[config.mk]
export PLATFORM = sky130hd
export DESIGN_NAME = pan_tilt_move_tracker
export DESIGN_NICKNAME = d
export VERILOG_FILES = /design/src/rtl/ptmt_pkg.sv /design/src/rtl/ptmt_step.sv /design/src/rtl/pan_tilt_move_tracker.sv
export SDC_FILE = /design/constraint.sdc
export NUM_CORES = 1
export LEC_CHECK = 0
export CORE_AREA = 5 5 194 196
export CTS_CLUSTER_DIAMETER = 50
export DETAILED_ROUTE_END_ITERATION = 16
export DIE_AREA = 0 0 199 201
export DONT_BUFFER_PORTS = 1
export GPL_TIMING_DRIVEN = 0
export SETUP_SLACK_MARGIN = 0.3
export SLEW_MARGIN = 5
export SYNTH_ARGS = -nofsm -noshare
export SYNTH_HDL_FRONTEND = slang
export SYNTH_SLANG_ARGS = --single-unit
export TNS_END_PERCENT = 20
[constraint.sdc]
create_clock -name aclk -period 4.9 [get_ports aclk]
set_input_delay 0.98 -clock aclk [delete_from_list [all_inputs] [get_ports aclk]]
set_output_delay 0.98 -clock aclk [all_outputs]
set_load 0.02 [all_outputs]
[src/rtl/ptmt_pkg.sv]
`default_nettype none

package ptmt_pkg;

    typedef enum logic [2:0] {
        FUNC_HOME        = 3'd0,
        FUNC_STOP        = 3'd1,
        FUNC_JOG         = 3'd2,
        FUNC_PAN_ANGLE   = 3'd3,
        FUNC_TILT_ANGLE  = 3'd4,
        FUNC_PAN_REPORT  = 3'd5,
        FUNC_TILT_REPORT = 3'd6
    } func_t;

    typedef enum logic [1:0] {
        STATUS_ACCEPTED  = 2'd0,
        STATUS_BUSY      = 2'd1,
        STATUS_BAD_ANGLE = 2'd2,
        STATUS_INFO      = 2'd3
    } status_t;

    typedef enum logic [2:0] {
        DRIVE_NONE = 3'd0,
        DRIVE_ABS  = 3'd1,
        DRIVE_HOME = 3'd2,
        DRIVE_STOP = 3'd3,
        DRIVE_JOG  = 3'd4
    } drive_kind_t;

    typedef enum logic [1:0] {
        DONE_NONE = 2'd0,
        DONE_PAN  = 2'd1,
        DONE_TILT = 2'd2,
        DONE_HOME = 2'd3
    } done_t;

    typedef enum logic [1:0] {
        MOVE_NONE = 2'd0,
        MOVE_PAN  = 2'd1,
        MOVE_TILT = 2'd2,
        MOVE_HOME = 2'd3
    } move_kind_t;

    localparam logic [1:0] CFG_PARK_PAN   = 2'd0;
    localparam logic [1:0] CFG_PARK_TILT  = 2'd1;
    localparam logic [1:0] CFG_PAN_OFFSET = 2'd2;
    localparam logic [1:0] CFG_THRESHOLD  = 2'd3;

    localparam logic [11:0] PAN_OFFSET_RESET = 12'd2353;
    localparam logic [9:0]  THRESHOLD_RESET  = 10'd10;

    localparam logic signed [13:0] PAN_WRAP = 14'sd3600;

    localparam logic signed [8:0] PAN_ANGLE_MIN  = -9'sd180;
    localparam logic signed [8:0] PAN_ANGLE_MAX  = 9'sd180;
    localparam logic signed [8:0] TILT_ANGLE_MIN = -9'sd35;
    localparam logic signed [8:0] TILT_ANGLE_MAX = 9'sd40;

    localparam logic [1:0] ARR_PAN  = 2'b01;
    localparam logic [1:0] ARR_TILT = 2'b10;
    localparam logic [1:0] ARR_BOTH = 2'b11;

    typedef struct packed {
        logic [15:0]        park_pan;
        logic signed [15:0] park_tilt;
        logic [11:0]        pan_offset;
        logic [9:0]         arrive_threshold;
    } cfg_t;

    typedef struct packed {
        logic               busy;
        move_kind_t         move_kind;
        logic [15:0]        target_pan;
        logic signed [15:0] target_tilt;
        logic [1:0]         home_arrived;
        logic               notify;
        logic [15:0]        current_pan;
        logic signed [15:0] current_tilt;
    } trk_state_t;

    typedef struct packed {
        status_t            status;
        drive_kind_t        drive_kind;
        logic [15:0]        drive_pan;
        logic signed [15:0] drive_tilt;
        done_t              done_event;
        logic               busy_now;
        logic [15:0]        position_pan;
        logic signed [15:0] position_tilt;
    } result_t;

endpackage

`default_nettype wire

[src/rtl/ptmt_step.sv]
`default_nettype none

module ptmt_step (
    input  wire ptmt_pkg::cfg_t       cfg,
    input  wire ptmt_pkg::trk_state_t cur,
    input  wire ptmt_pkg::func_t      func,
    input  wire logic signed [8:0]    angle_deg,
    input  wire logic [15:0]          report_word,
    output ptmt_pkg::trk_state_t      nxt,
    output ptmt_pkg::result_t         res
);
    import ptmt_pkg::*;

    logic signed [12:0] angle_ext;
    logic signed [12:0] angle_x10;
    logic signed [13:0] pan_raw;
    logic signed [13:0] pan_wrapped;
    logic [15:0]        pan_target;
    logic signed [15:0] tilt_target;
    logic signed [16:0] pan_err;
    logic signed [16:0] tilt_err;
    logic [16:0]        pan_err_abs;
    logic [16:0]        tilt_err_abs;
    logic               pan_near;
    logic               tilt_near;
    logic               arrive_hit;
    logic [1:0]         arrive_bit;
    done_t              plain_event;

    assign angle_ext = {{4{angle_deg[8]}}, angle_deg};
    assign angle_x10 = (angle_ext <<< 3) + (angle_ext <<< 1);
    assign pan_raw   = $signed({2'b00, cfg.pan_offset}) + {angle_x10[12], angle_x10};

    always_comb begin
        if (pan_raw >= PAN_WRAP) begin
            pan_wrapped = pan_raw - PAN_WRAP;
        end else if (pan_raw < 14'sd0) begin
            pan_wrapped = pan_raw + PAN_WRAP;
        end else begin
            pan_wrapped = pan_raw;
        end
    end

    assign pan_target  = {4'b0000, pan_wrapped[11:0]};
    assign tilt_target = -{{3{angle_x10[12]}}, angle_x10};

    // compare against the new report, not the stored position
    assign pan_err  = $signed({1'b0, report_word}) - $signed({1'b0, cur.target_pan});
    assign tilt_err = $signed({report_word[15], report_word})
                    - {cur.target_tilt[15], cur.target_tilt};
    assign pan_err_abs  = pan_err[16]  ? 17'(-pan_err)  : 17'(pan_err);
    assign tilt_err_abs = tilt_err[16] ? 17'(-tilt_err) : 17'(tilt_err);
    assign pan_near  = pan_err_abs  <= {7'b0, cfg.arrive_threshold};
    assign tilt_near = tilt_err_abs <= {7'b0, cfg.arrive_threshold};

    always_comb begin
        nxt            = cur;
        res.status     = STATUS_INFO;
        res.drive_kind = DRIVE_NONE;
        res.drive_pan  = 16'd0;
        res.drive_tilt = 16'sd0;
        res.done_event = DONE_NONE;
        arrive_hit     = 1'b0;
        arrive_bit     = ARR_PAN;
        plain_event    = DONE_PAN;

        case (func)
            FUNC_HOME: begin
                if (cur.busy) begin
                    res.status = STATUS_BUSY;
                end else begin
                    nxt.target_pan   = cfg.park_pan;
                    nxt.target_tilt  = cfg.park_tilt;
                    nxt.notify       = 1'b1;
                    nxt.busy         = 1'b1;
                    nxt.home_arrived = 2'b00;
                    nxt.move_kind    = MOVE_HOME;
                    res.status       = STATUS_ACCEPTED;
                    res.drive_kind   = DRIVE_HOME;
                end
            end
            FUNC_STOP: begin
                nxt.notify     = 1'b0;
                nxt.busy       = 1'b0;
                res.drive_kind = DRIVE_STOP;
            end
            FUNC_JOG: begin
                if (cur.busy) begin
                    res.status = STATUS_BUSY;
                end else begin
                    nxt.notify     = 1'b0;
                    nxt.busy       = 1'b1;
                    res.status     = STATUS_ACCEPTED;
                    res.drive_kind = DRIVE_JOG;
                end
            end
            FUNC_PAN_ANGLE: begin
                if (cur.busy) begin
                    res.status = STATUS_BUSY;
                end else if (angle_deg < PAN_ANGLE_MIN || angle_deg > PAN_ANGLE_MAX) begin
                    res.status = STATUS_BAD_ANGLE;
                end else begin
                    nxt.notify     = 1'b1;
                    nxt.busy       = 1'b1;
                    nxt.move_kind  = MOVE_PAN;
                    nxt.target_pan = pan_target;
                    res.status     = STATUS_ACCEPTED;
                    res.drive_kind = DRIVE_ABS;
                    res.drive_pan  = pan_target;
                    res.drive_tilt = cur.current_tilt;
                end
            end
            FUNC_TILT_ANGLE: begin
                if (cur.busy) begin
                    res.status = STATUS_BUSY;
                end else if (angle_deg < TILT_ANGLE_MIN || angle_deg > TILT_ANGLE_MAX) begin
                    res.status = STATUS_BAD_ANGLE;
                end else begin
                    nxt.notify      = 1'b1;
                    nxt.busy        = 1'b1;
                    nxt.move_kind   = MOVE_TILT;
                    nxt.target_tilt = tilt_target;
                    res.status      = STATUS_ACCEPTED;
                    res.drive_kind  = DRIVE_ABS;
                    res.drive_pan   = cur.current_pan;
                    res.drive_tilt  = tilt_target;
                end
            end
            FUNC_PAN_REPORT: begin
                nxt.current_pan = report_word;
                arrive_hit      = cur.busy && pan_near;
                arrive_bit      = ARR_PAN;
                plain_event     = DONE_PAN;
            end
            FUNC_TILT_REPORT: begin
                nxt.current_tilt = $signed(report_word);
                arrive_hit       = cur.busy && tilt_near;
                arrive_bit       = ARR_TILT;
                plain_event      = DONE_TILT;
            end
            default: begin
            end
        endcase

        // homing ends only once both axes have checked in
        if (arrive_hit) begin
            if (cur.move_kind == MOVE_HOME) begin
                nxt.home_arrived = cur.home_arrived | arrive_bit;
                if (nxt.home_arrived == ARR_BOTH) begin
                    nxt.busy       = 1'b0;
                    res.done_event = cur.notify ? DONE_HOME : DONE_NONE;
                end
            end else begin
                nxt.busy       = 1'b0;
                res.done_event = cur.notify ? plain_event : DONE_NONE;
            end
        end

        res.busy_now      = nxt.busy;
        res.position_pan  = nxt.current_pan;
        res.position_tilt = nxt.current_tilt;
    end

endmodule

`default_nettype wire

[src/rtl/pan_tilt_move_tracker.sv]
// An accepted word is held in the input register, its result word in the result register.
// Throughput: one word per cycle while m_tready is high; input register, one pass of move
// logic, result register. m_tready low with a result word waiting stalls both stages;
// s_tready stays high while the input stage can drain. Reset (aresetn low, synchronous):
// both stages empty, tracker idle, positions and targets zero, registers back to home 0/0,
// pan offset 2353, arrive threshold 10.
`default_nettype none

module pan_tilt_move_tracker (
    input  wire logic        aclk,
    input  wire logic        aresetn,

    input  wire logic        cfg_valid,
    output logic             cfg_ready,
    input  wire logic [1:0]  cfg_index,
    input  wire logic [15:0] cfg_data,

    input  wire logic        s_tvalid,
    output logic             s_tready,
    input  wire logic [31:0] s_tdata,   // angle_deg[8:0], report_word[24:9], zero[31:25]
    input  wire logic [2:0]  s_tuser,   // func[2:0]

    output logic             m_tvalid,
    input  wire logic        m_tready,
    output logic [71:0]      m_tdata,   // drive_pan[15:0], drive_tilt[31:16],
                                        // done_event[33:32], busy_now[34],
                                        // position_pan[50:35], position_tilt[66:51],
                                        // zero[71:67]
    output logic [4:0]       m_tuser    // status[1:0], drive_kind[4:2]
);
    import ptmt_pkg::*;

    cfg_t               cfg_reg;
    trk_state_t         state_reg;
    trk_state_t         state_next;
    logic               in_valid_reg;
    func_t              in_func_reg;
    logic signed [8:0]  in_angle_reg;
    logic [15:0]        in_word_reg;
    logic               out_valid_reg;
    result_t            out_res_reg;
    result_t            res_next;
    logic               advance;

    assign cfg_ready = 1'b1;

    always_ff @(posedge aclk) begin
        if (!aresetn) begin
            cfg_reg.park_pan         <= 16'd0;
            cfg_reg.park_tilt        <= 16'sd0;
            cfg_reg.pan_offset       <= PAN_OFFSET_RESET;
            cfg_reg.arrive_threshold <= THRESHOLD_RESET;
        end else if (cfg_valid && cfg_ready) begin
            case (cfg_index)
                CFG_PARK_PAN:   cfg_reg.park_pan         <= cfg_data;
                CFG_PARK_TILT:  cfg_reg.park_tilt        <= $signed(cfg_data);
                CFG_PAN_OFFSET: cfg_reg.pan_offset       <= cfg_data[11:0];
                CFG_THRESHOLD:  cfg_reg.arrive_threshold <= cfg_data[9:0];
                default: begin
                end
            endcase
        end
    end

    // move a word into the result stage when that stage is free or being emptied
    assign advance  = in_valid_reg && (!out_valid_reg || m_tready);
    assign s_tready = !in_valid_reg || advance;

    always_ff @(posedge aclk) begin
        if (!aresetn) begin
            in_valid_reg <= 1'b0;
        end else if (s_tready) begin
            in_valid_reg <= s_tvalid;
        end
    end

    always_ff @(posedge aclk) begin
        if (s_tvalid && s_tready) begin
            in_func_reg  <= func_t'(s_tuser);
            in_angle_reg <= $signed(s_tdata[8:0]);
            in_word_reg  <= s_tdata[24:9];
        end
    end

    ptmt_step u_step (
        .cfg         (cfg_reg),
        .cur         (state_reg),
        .func        (in_func_reg),
        .angle_deg   (in_angle_reg),
        .report_word (in_word_reg),
        .nxt         (state_next),
        .res         (res_next)
    );

    always_ff @(posedge aclk) begin
        if (!aresetn) begin
            state_reg <= '0;
        end else if (advance) begin
            state_reg <= state_next;
        end
    end

    always_ff @(posedge aclk) begin
        if (!aresetn) begin
            out_valid_reg <= 1'b0;
        end else if (advance) begin
            out_valid_reg <= 1'b1;
        end else if (m_tready) begin
            out_valid_reg <= 1'b0;
        end
    end

    always_ff @(posedge aclk) begin
        if (advance) begin
            out_res_reg <= res_next;
        end
    end

    assign m_tvalid = out_valid_reg;
    assign m_tuser  = {out_res_reg.drive_kind, out_res_reg.status};
    assign m_tdata  = {5'b00000,
                       out_res_reg.position_tilt,
                       out_res_reg.position_pan,
                       out_res_reg.busy_now,
                       out_res_reg.done_event,
                       out_res_reg.drive_tilt,
                       out_res_reg.drive_pan};

    a_accept_sets_busy: assert property (@(posedge aclk) disable iff (!aresetn)
        (m_tvalid && out_res_reg.status == STATUS_ACCEPTED) |-> out_res_reg.busy_now)
        else $error("accepted command left tracker idle");

    a_done_clears_busy: assert property (@(posedge aclk) disable iff (!aresetn)
        (m_tvalid && out_res_reg.done_event != DONE_NONE) |-> !out_res_reg.busy_now)
        else $error("done event while still busy");

    a_stop_clears_busy: assert property (@(posedge aclk) disable iff (!aresetn)
        (m_tvalid && out_res_reg.drive_kind == DRIVE_STOP) |-> !out_res_reg.busy_now)
        else $error("stop left tracker busy");

    a_stall_holds_state: assert property (@(posedge aclk) disable iff (!aresetn)
        (m_tvalid && !m_tready) |=> $stable(state_reg))
        else $error("tracker state moved during output stall");

    a_empty_accepts: assert property (@(posedge aclk) disable iff (!aresetn)
        !in_valid_reg |-> s_tready)
        else $error("empty input stage refused a word");

endmodule

`default_nettype wire
==> results_dict.tcl <==
set metrics [dict create \
    drive_above_1_share_pct 13.5 \
    syn_area_um2 13400 \
    synth.most_common_cell "nand2_1" \
    synth_area_leader_cell "edfxtp_1" \
    cts-hold-fix-buffers 0 \
    cp_common_cell "o21a_1" \
    min_period_ns 4.92 \
    worstMarginPinSlew_ns 0.870 \
    firstDrtPassIters 5 \
    setup_viol 2 \
    numCtsBuffers 26 \
    die_area_um2 40000 \
    grt_pass1_vias 11100 \
    path_buf_inv 2 \
    fmax_ghz 0.203 \
    worstSkewPairLatency_ns 0.55 \
    worstPathMaxFanout 7 \
    die_h_um 201 \
    totalWireLength_um 43600 \
    status "finished, violations left" \
    grt_max_degree 43 \
    grt_usage_pct 20.9 \
    ys_seq_elements 226 \
    h-tree-depth 1 \
    crit_family "compound AO/OA/AOI/OAI gates" \
    critPathKind "flop to flop" \
    postSynthCellCount 1520 \
    crit_path_cell_trace "inv_4, ha_4, fa_2, nand2b_4, a21o_1, a21o_4, o221ai_4, a31o_4, buf_6, nor2_1, a21oi_1, ha_1, nor2b_1, o21a_1, o21a_1, o21a_1, o21a_1, o31ai_4, nand3_2, a2111oi_4, nand4_1, o21a_2, and3b_1" \
    gp_congestion 0.946 \
    slew_violations 0 \
    dpl_cell_area_um2 14000 \
    viasPerCell 5.57 \
    vias 11600 \
    cts_tree "built" \
    power_density_nw_per_um2 345 \
    synth_edf_count 100 \
    nets 1747 \
    ys_seq_area_share_pct 41.3 \
    synth_ff_type "dfxtp_1" \
    die_w_um 199 \
    clockBufferDepth 3 \
    ir_worst_vdd_mv 0.332 \
    rsz0062_at_grt "true" \
    post-route-period-util_pct 100 \
    start_util_pct 37.3 \
    syn_to_final_growth_pct 18.1 \
    drc 0 \
    min-delay-start "cfg_reg[41]" \
    largest_reg_flops 70 \
    crit_arrival_ns 5.33 \
    power.leakage_nw 5.95 \
    rows 70 \
    cts_root_buffer "clkbuf_16" \
    crit_slowest_cell "edfxtp_1" \
    max_slew_margin_pct 41.7 \
    r2r_start "in_word_reg[0]" \
    cp-startpoint "in_word_reg[0]" \
    synthDistinctLibCells 77 \
    end_kind "flop" \
    synth_top_cell_area_share_pct 22.4 \
    ys_top_cells_by_area "edfxtp_1, dfxtp_1, ha_1" \
    fin_area_um2 15800 \
    wl_per_cell_um 20.9 \
    core_area_um2 35900 \
    antenna_found_initial 2 \
    violations "setup timing" \
    critPathLaunchType "flop" \
    power_mw 5.45 \
    io_buffer_count 0 \
    hold_path_class "flop to flop" \
    required_ns 5.31 \
    dr.first_iter.drc_count 1056 \
    overflow 0 \
    syn_area_per_cell_um2 8.80 \
    cts.sinks 226 \
    clk_pin_slew_ns 0.06 \
    finalHoldViolations 0 \
    yosysWarnings 0 \
    synth_async_sr_flop_share_pct 0 \
    ant_nets 0 \
    hpwl_um 32500 \
    skew_ns 0.0156 \
    cap_violations 0 \
    io_pins 138 \
    critPathMaxStageDelay_ns 0.37 \
    finalWorstSetupSlack_ns -0.0157 \
    synthTopCellsByCount "nand2_1, nor2_1, dfxtp_1, edfxtp_1, a21oi_1" \
    grt_pass1_wl_um 65200 \
]
## per-stage QoR
step	worst slack [ns]	hold WS, ns	utilization, %	setup TNS (ns)	cells
6_report	-0.0157	0.466	44.0	-0.0300	2091
5_1_grt	-0.209	0.493	44.0	-0.512	2090
2_1_floorplan	0.303	0.437	-	0	1524
3_5_place_dp	-0.872	0.461	39.0	-7.44	1993
3_3_place_gp	-0.816	0.454	38.9	-35.76	1992
4_1_cts	-0.119	0.469	42.5	-0.464	2058
## repair_timing
item / in CTS / in global routing
resized for setup: 50 / 57
pin swaps: 28 / 33
endpoints found under the setup margin: 22 / 22
setup buffers: 18 / 32
## final cells by class
class                   instances  area (µm²)
plain buffers                  69         312
well taps                     468         586
inverters                      73         279
multi-input cells            1156        7810
repair buffers                 51         399
diodes                          1        2.50
fillers                      3493       20100
clock inverters                12         128
clock buffers                  35         757
flip-flops and latches        226        5530
## final timing paths
kind	end	slack [ns]	cells after the start
max reg2reg	m_tdata[32]	-0.02	23
min	cfg_reg[41]	0.47	2
min reg2reg	cfg_reg[41]	0.47	2
max	m_tdata[32]	-0.02	23
## routing by layer
layer,track usage (%),part of all wire [%],vias to the layer above
li1,-,-,5573
met1,28.9,44,5520
met2,32.4,44,461
met3,5.64,8.7,82
met4,5.69,2.6,4
met5,0,0.060,-
## tightest hold or removal path, stage by stage (launching register included)
cell	delay (ns)
dfxtp_1	0.31
nand2_1	0.05
a21boi_0	0.06
## power by group
part	leakage (nW)	internal [mW]	switching, mW	total [mW]
Combinational	3.53	0.522	0.789	1.31
Clock	0.427	1.15	0.810	1.96
Sequential	1.99	2.07	0.111	2.18
Total	5.95	3.74	1.71	5.45
## logic make-up after synthesis
group / after synthesis / synth area share (%)
and+or+nand+nor: 582 / 20.1
xor gates and xnor gates: 63 / 4.18
buffers and inverters: 142 / 4.22
adders and majority gates: 86 / 8.27
muxes: 23 / 1.90
AOI/OAI and AO/OA: 396 / 19.9
other: 2 / 0.0561
DFF: 226 / 41.3
## cell usage in the layout, fill, tap and decap left out, drive strengths merged, types with 5 or more instances in the layout
cell / instances
clkbuf: 86
a31oi: 23
a211oi: 7
a21o: 24
and2: 9
o21bai: 10
clkinv: 8
nor2b: 12
edfxtp: 100
o211ai: 12
conb: 6
nand2: 245
nor4: 7
nand4: 9
ha: 82
buf: 69
nor2: 140
nor3b: 38
o211a: 6
nand2b: 18
a21oi: 88
and3: 16
a2111oi: 5
a22o: 10
dfxtp: 126
or3: 10
mux2: 19
xor2: 26
nand3: 31
a21boi: 60
o31ai: 8
o21ai: 75
nor3: 25
o21a: 18
xnor2: 37
a22oi: 7
or2: 10
inv: 74
Note: power is estimated with default switching activity, not from simulation.
